===== src/design/msbbrw_pkg.sv =====
// Types and constants shared by the MSB-first bit-field reader/writer.
package msbbrw_pkg;

  localparam int BYTE_BITS = 8;
  localparam int MAX_BITS  = 32;
  localparam int POS_W     = 13;
  localparam int LEN_W     = 13;
  localparam int ADDR_IN_W = 12;
  localparam int COUNT_W   = 6;

  localparam logic [LEN_W-1:0] LEN_RESET = 13'd4096;
  localparam logic [POS_W-1:0] POS_MAX   = 13'h1FFF;

  typedef enum logic [1:0] {
    REQ_LOAD   = 2'd0,
    REQ_READ   = 2'd1,
    REQ_WRITE  = 2'd2,
    REQ_REWIND = 2'd3
  } req_kind_t;

  typedef enum logic [2:0] {
    ST_IDLE,
    ST_MOD,
    ST_STEP,
    ST_FETCH,
    ST_DONE
  } state_t;

  typedef struct packed {
    req_kind_t              req_type;
    logic [ADDR_IN_W-1:0]   byte_addr;
    logic [BYTE_BITS-1:0]   byte_value;
    logic [COUNT_W-1:0]     bit_count;
    logic [MAX_BITS-1:0]    write_value;
  } req_t;

  typedef struct packed {
    logic [MAX_BITS-1:0] read_value;
    logic                overflow;
    logic [POS_W-1:0]    next_byte_pos;
  } resp_t;

endpackage


===== src/design/msbbrw_addr_mod.sv =====
// Load address modulo buffer size, one remainder bit per cycle when serial.
module msbbrw_addr_mod import msbbrw_pkg::*; #(
  parameter int BUF_BYTES = 4096
) (
  input  logic                         clk,
  input  logic                         rst,
  input  logic                         start,
  input  logic [ADDR_IN_W-1:0]         addr,
  output logic                         done,
  output logic [$clog2(BUF_BYTES)-1:0] rem
);

  localparam int AW = $clog2(BUF_BYTES);
  localparam bit DIRECT = (BUF_BYTES >= (1 << ADDR_IN_W)) ||
                          ((BUF_BYTES & (BUF_BYTES - 1)) == 0);

  generate
    if (DIRECT) begin : g_direct
      logic [AW+ADDR_IN_W-1:0] addr_ext;

      assign addr_ext = {{AW{1'b0}}, addr};

      always_ff @(posedge clk) begin
        if (rst) begin
          done <= 1'b0;
        end else begin
          done <= start;
        end
        if (start) begin
          rem <= addr_ext[AW-1:0];
        end
      end
    end else begin : g_serial
      localparam int CNT_W = $clog2(ADDR_IN_W + 1);
      localparam logic [AW:0] DIVISOR = (AW+1)'(BUF_BYTES);

      logic [ADDR_IN_W-1:0] bits;
      logic [CNT_W-1:0]     cnt;
      logic                 busy;
      logic [AW:0]          trial;
      logic [AW:0]          trial_red;

      assign trial     = {rem, bits[ADDR_IN_W-1]};
      assign trial_red = (trial >= DIVISOR) ? (trial - DIVISOR) : trial;

      always_ff @(posedge clk) begin
        if (rst) begin
          busy <= 1'b0;
          done <= 1'b0;
          cnt  <= '0;
        end else begin
          done <= busy && (cnt == CNT_W'(1));
          if (start) begin
            busy <= 1'b1;
            cnt  <= CNT_W'(ADDR_IN_W);
          end else if (busy) begin
            cnt <= cnt - 1'b1;
            if (cnt == CNT_W'(1)) begin
              busy <= 1'b0;
            end
          end
        end
        if (start) begin
          bits <= addr;
          rem  <= '0;
        end else if (busy) begin
          bits <= bits << 1;
          rem  <= trial_red[AW-1:0];
        end
      end
    end
  endgenerate

endmodule


===== config.mk =====
export PLATFORM = sky130hd
export DESIGN_NAME = msbbrw_addr_mod
export DESIGN_NICKNAME = d
export VERILOG_FILES = /design/src/design/msbbrw_pkg.sv /design/src/design/msbbrw_addr_mod.sv
export SDC_FILE = /design/constraint.sdc
export NUM_CORES = 1
export LEC_CHECK = 0
export BUFFER_PORTS_ARGS = -buffer_cell sky130_fd_sc_hd__buf_2
export CORE_AREA = 2 2 39 41
export CTS_CLUSTER_SIZE = 10
export DETAILED_ROUTE_END_ITERATION = 8
export DIE_AREA = 0 0 41 43
export HOLD_SLACK_MARGIN = 0.15
export PLACE_DENSITY_LB_ADDON = 0.15
export SETUP_SLACK_MARGIN = 0.02
export SYNTH_ARGS = -nofsm -noshare
export SYNTH_HDL_FRONTEND = slang
export SYNTH_SLANG_ARGS = --single-unit
export TNS_END_PERCENT = 1

===== constraint.sdc =====
create_clock -name clk -period 0.8 [get_ports clk]
set_input_delay 0.08 -clock clk [delete_from_list [all_inputs] [get_ports clk]]
set_output_delay 0.08 -clock clk [all_outputs]
set_load 0.05 [all_outputs]

* Yosys cells after proc, flatten, opt, wreduce, memory -nomap -nowiden *
Index checks and enable logic that the tools add are counted.
W data, S select, Z words.

word-level totals
  register bits = 13
  input bits = 15
  output and inout bits = 13
  word-level logic and storage cells = 2

* Longest topological paths before layout *
Gate-level depths: netlist of the first run.

  depth in word-level cells = 0
  depth in mapped cells = 1
  mapped depth without buffers = 1

* Least setup slack after synthesis of the first run *
Ideal clock, no wire load.

  kind = reg-to-output
  start = register rem[0]
  end = output rem[0]
  data arrival time = 0.601 ns
  slack = 0.119 ns
  stages on the path, launching flop included = 1
  path buffers = 0
  cell sequence = edfxtp_1

RTL lines
  what                      line                   source
  start: declaration        msbbrw_addr_mod.sv:10  output logic [$clog2(BUF_BYTES)-1:0] rem
  start signal: assignment  msbbrw_addr_mod.sv:30  rem <= addr_ext[AW-1:0];

No word-level cell between the ends.

* Worst setup path after layout of the first run *
  start = register rem[2]
  end = output rem[2]

No word-level cell between the ends.

==> flow_metrics.env, run 1 <==
export IMPL_status="finished, violations left"
export IMPL_violations="setup timing"
export IMPL_wl_per_cell_um=10.5
export IMPL_seq_power_share_pct=51.4
export IMPL_worstPathCellList="buf_6"
export IMPL_syn_nets=29
export IMPL_synth_top_family_by_area="simple AND/OR/NAND/NOR gates"
export IMPL_intPower_mw=1.16
export IMPL_synthFlopType="edfxtp_1"
export IMPL_fmax_mhz=1090
export IMPL_start_util_pct=28.5
export IMPL_met1_usage_pct=8.97
export IMPL_busiest_layer="met2"
export IMPL_grt_use_total_pct=11.0
export IMPL_critPathMaxStageDelay_ps=400
export IMPL_dp_slack_ps=114
export IMPL_num_io_pins=28
export IMPL_cts_setup_buffers=0
export IMPL_grt_overflow_total=0
export IMPL_switchingPower_uw=448
export IMPL_rows=14
export IMPL_synth_xor_area_share_pct=0
export IMPL_layout_nets=74
export IMPL_synthMuxAreaShare_pct=0
export IMPL_grt_pass1_vias=324
export IMPL_synth_area_leaders="edfxtp_1, dfxtp_1, nor2b_4"
export IMPL_p_per_area_nw_per_um2=2030
export IMPL_path_buf_inv=1
export IMPL_cts_sinks=13
export IMPL_p_leak_nw=0.336
export IMPL_port_buffers=27
export IMPL_finalHoldViolations=0
export IMPL_die_x_um=41
export IMPL_synth_area_um2=394
export IMPL_synth_compound_area_share_pct=0
export IMPL_drtPass1Iterations=3
export IMPL_tns_ps=-1230
export IMPL_rsz0062_at_grt="true"
export IMPL_use_met3_pct=3.14
export IMPL_yosysWarnings=0
export IMPL_hold_class="primary input to register"
export IMPL_combPwrFrac_pct=24.1
export IMPL_avgSynthCellArea_um2=28.2
export IMPL_yosysMostFrequentCell="edfxtp_1"
export IMPL_synth_top_cell_area_share_pct=91.4
export IMPL_final_setup_worst_slack_ps=-118
export IMPL_synth_async_reset_ratio_pct=0
export IMPL_cp_required_ps=720
export IMPL_ir_drop_mv=1.32
export IMPL_h_tree_depth=1
export IMPL_final_util_pct=57.0
export IMPL_avgViaCountPerCell=3.84
export IMPL_setup_worst_path_class="register to output pin"
export IMPL_slew_viol_final=0
export IMPL_synth_seq_area_share_pct=96.5
export IMPL_gr_usage_met2_pct=19.7
export IMPL_max_cap_violations=0
export IMPL_die_area_um2=1760
export IMPL_critPathLaunchType="register"
export IMPL_gp_routability_congestion=0.550
export IMPL_pwr_share_clk_pct=24.5
export IMPL_drt_iter0_markers=2
export IMPL_drcViolationCount=0
export IMPL_cts_clk_slew_worst_paths_ps=80
export IMPL_yosys_area_share_simple_pct=3.49
export IMPL_clock_path_buffers=2
export IMPL_routed_via_count=284
export IMPL_antenna_found_initial=0
export IMPL_area_growth_pct=100
export IMPL_n_antenna_cell=0
export IMPL_cts_buffers_inserted=3
export IMPL_synth_seq_cells=13
export IMPL_yosysTopAreaCell="edfxtp_1"
export IMPL_die_h_um=43
export IMPL_grt_max_degree=14
export IMPL_switching_share_pct=27.9
export IMPL_synth_adder_area_share_pct=0
export IMPL_core_area_um2=1380
export IMPL_finalCritPeriodShare_pct=115
export IMPL_worstPathArrival_ps=840
export IMPL_worst_pin_slew_ps=270
export IMPL_clock_root_buffer="clkbuf_4"
export IMPL_cp_slowest_cell="edfxtp_1"
export IMPL_synth_cell_types=3
export IMPL_drt_antenna_violating_nets=0
export IMPL_cts_tree="yes"
export IMPL_syn_inst=14
export IMPL_wl_um=778
export IMPL_layout_drive_gt1_share_pct=55.2
export IMPL_synth_edf_count=12
export IMPL_end_kind="output pin"
export IMPL_grt_pass1_wl_mm=1.19
export IMPL_synth_commonest_cells="edfxtp_1, dfxtp_1, nor2b_4"
export IMPL_crit_fanout=1
export IMPL_min_period_ps=918
export IMPL_slew_headroom_pct=82.0
export IMPL_setup_violations_final=13
export IMPL_crit_family="flip-flops"
[placed cells by master, fill, tap and decap left out]
cell / netlist / routed
edfxtp_1: 12 / 12
nor2b_4: 1 / 1
buf_6: 0 / 13
dlygate4sd3_1: 0 / 13
clkbuf_4: 0 / 3
dfxtp_2: 0 / 1
buf_2: 0 / 14
clkbuf_1: 0 / 1
[cell type report]
cell class	count	area (um2)
Fill cell	123	596
Sequential cell	13	382
Timing Repair Buffer	40	347
Clock buffer	4	26.3
Tap cell	16	20.0
Multi-Input combinational cell	1	13.8
[stage by stage]
step           cells  area, um2  hold WS [ps]  power, mW
6_report          74        788           192       1.60
5_1_grt           74        788           204       1.67
4_1_cts           74        788           194       1.63
3_5_place_dp      57        549           258       1.11
3_3_place_gp      57        549           256       1.10
2_1_floorplan     14        394           144       1.02
[flip-flops by register name, summed over array words and instances (netlist names)]
signal and count:
rem 12, done 1
[metal layers]
metal | vias to the layer above | share of wire (%) | wire (um)
li1 | 141 | - | -
met1 | 128 | 32 | 252
met2 | 15 | 61 | 471
met3 | 0 | 6.8 | 53
met4 | 0 | 0 | 0
met5 | - | 0 | 0
[kinds of logic (layout without fill, tap and decap cells)]
group	Yosys count	count (layout)
AND/OR/NAND/NOR	1	1
flip-flops	13	13
buffers and inverters	0	44
[path summary, 6_finish.rpt]
check  depth (start not counted)  slack [ps]    from      to
min                            2         190   start    done
max                            1        -120  rem[2]  rem[2]
[timing repair]
action / in CTS / in global routing
endpoints found under the hold margin: 13 / 0
hold buffers: 13 / 0
endpoints found under the setup margin: 13 / 13
gates resized for setup: 27 / 0
[power groups by stage]
stage | Combinational (mW) | Sequential, mW | Clock, mW
after detailed placement | 0.282 | 0.826 | 0
after global placement | 0.278 | 0.823 | 0
after global routing | 0.406 | 0.828 | 0.436
final | 0.387 | 0.823 | 0.393
after floorplan | 0.00442 | 1.01 | 0
after CTS | 0.390 | 0.824 | 0.411
(Power assumes the default switching activity.)
==> run 2: changes to the inputs <==
Settings changed: PLACE_DENSITY from default to 0.74, PLACE_DENSITY_LB_ADDON 0.15 to default, TNS_END_PERCENT 1 to 30.
==> flow_metrics.env, run 2 (synthesized netlist as in run 1, its figures left out) <==
export IMPL_port_buffers=27
export IMPL_final_cell_mix="buf_2, dlygate4sd3_1, buf_6, edfxtp_1, clkbuf_4"
export IMPL_final_util_pct=57.2
export IMPL_critPathLaunchType="register"
export IMPL_largest_register_ffs=12
export IMPL_drt_iter0_markers=0
export IMPL_cts_tree="yes"
export IMPL_grt_max_degree=14
export IMPL_multiInputGateArea_um2=13.8
export IMPL_ir_drop_mv=0.966
export IMPL_switching_share_pct=27.4
export IMPL_layout_drive_gt1_share_pct=55.2
export IMPL_cts_sinks=13
export IMPL_finalPower_mw=1.59
export IMPL_max_cap_violations=0
export IMPL_fin_cells=74
export IMPL_grt_use_total_pct=10.7
export IMPL_seq_power_share_pct=51.6
export IMPL_finalHoldViolations=0
export IMPL_start_util_pct=28.5
export IMPL_pwr_share_clk_pct=23.8
export IMPL_violations="setup timing"
export IMPL_p_leak_nw=0.338
export IMPL_combPwrFrac_pct=24.6
export IMPL_place_area_um2=549
export IMPL_final_fill_count=104
export IMPL_cts_buffers_inserted=3
export IMPL_die_area_um2=1760
export IMPL_grt_overflow_total=0
export IMPL_cts_setup_buffers=0
export IMPL_antenna_found_initial=0
export IMPL_intPower_mw=1.16
export IMPL_rsz0062_at_grt="true"
export IMPL_avgViaCountPerCell=3.97
export IMPL_clock_path_buffers=2
export IMPL_reg_top3="rem x12, done x1"
export IMPL_final_common_cell="buf_2"
export IMPL_min_period_ps=907
export IMPL_wl_per_cell_um=10.9
export IMPL_end_kind="output pin"
export IMPL_critPathMaxStageDelay_ps=400
export IMPL_crit_fanout=1
export IMPL_dp_cells=57
export IMPL_h_tree_depth=1
export IMPL_dr_wl_met3_um=77
export IMPL_drt_met1_wl_um=296
export IMPL_drtPass1Iterations=1
export IMPL_cp_slowest_cell="edfxtp_1"
export IMPL_fmax_mhz=1100
export IMPL_tns_ps=-1060
export IMPL_wl_um=803
export IMPL_cts_clk_slew_worst_paths_ps=70
export IMPL_drt_antenna_violating_nets=0
export IMPL_finalCritPeriodShare_pct=113
export IMPL_p_per_area_nw_per_um2=2010
export IMPL_worstPathCellList="buf_6"
export IMPL_area_growth_pct=101
export IMPL_cp_required_ps=720
export IMPL_met2_length_um=430
export IMPL_die_h_um=43
export IMPL_setup_violations_final=13
export IMPL_clock_root_buffer="clkbuf_4"
export IMPL_hold_class="primary input to register"
export IMPL_status="finished, violations left"
export IMPL_die_x_um=41
export IMPL_num_io_pins=28
export IMPL_routed_via_count=294
export IMPL_setup_worst_path_class="register to output pin"
export IMPL_grt_pass1_wl_mm=1.19
export IMPL_worst_pin_slew_ps=263
export IMPL_slew_viol_final=0
export IMPL_largest_register="rem"
export IMPL_grt_pass1_vias=327
export IMPL_highest_layer="met3"
export IMPL_switchingPower_uw=436
export IMPL_slew_headroom_pct=82.5
export IMPL_path_buf_inv=1
export IMPL_n_antenna_cell=0
export IMPL_layout_nets=74
export IMPL_drcViolationCount=0
export IMPL_stdcell_area_um2=792
export IMPL_rows=14
export IMPL_gp_routability_congestion=0.548
export IMPL_seq_area_um2=382
export IMPL_worstPathArrival_ps=830
export IMPL_core_area_um2=1380
export IMPL_final_setup_worst_slack_ps=-107
export IMPL_crit_family="flip-flops"
## run 2: cell counts in the layout (fill, tap and decap cells not counted)
No cell type changed its count.
## run 2: power groups by stage
stage / clock [mW] / sequential [mW] / combinational [mW]
after floorplan: 0 / 1.01 / 0.00442
after global placement: 0 / 0.823 / 0.280
after detailed placement: 0 / 0.825 / 0.282
after CTS: 0.392 / 0.824 / 0.392
after global routing: 0.421 / 0.827 / 0.411
final: 0.379 / 0.823 / 0.392
## run 2: cell type report
cell class,count,area share (%)
clock buffer,4,3.32
multi-input combinational,1,1.74
sequential,13,48.2
tap,16,2.53
timing repair buffer,40,44.2
## run 2: per-stage QoR
step / hold WS, ps / setup WS (ps)
floorplan: 144 / 119
global placement: 258 / 146
detailed placement: 259 / 135
CTS: 190 / -124
global route: 198 / -134
finish: 193 / -107
## run 2: worst paths after layout
| check | cells after the start | startpoint | end |
|---|---|---|---|
| worst max-delay path | 1 | rem[8] | rem[8] |
| worst min-delay path | 2 | start | done |
## run 2: what timing repair did
item / CTS / global route
resized for setup: 28 / 0
hold buffers: 13 / 0
endpoints found under the hold margin: 13 / 0
endpoints found under the setup margin: 13 / 13
## run 2: per-layer routing
| metal | up-vias | track usage (%) |
|---|---|---|
| met5 | - | 0 |
| met2 | 23 | 20.3 |
| li1 | 143 | - |
| met1 | 128 | 8.42 |
| met4 | 0 | 6.00 |
| met3 | 0 | 3.14 |
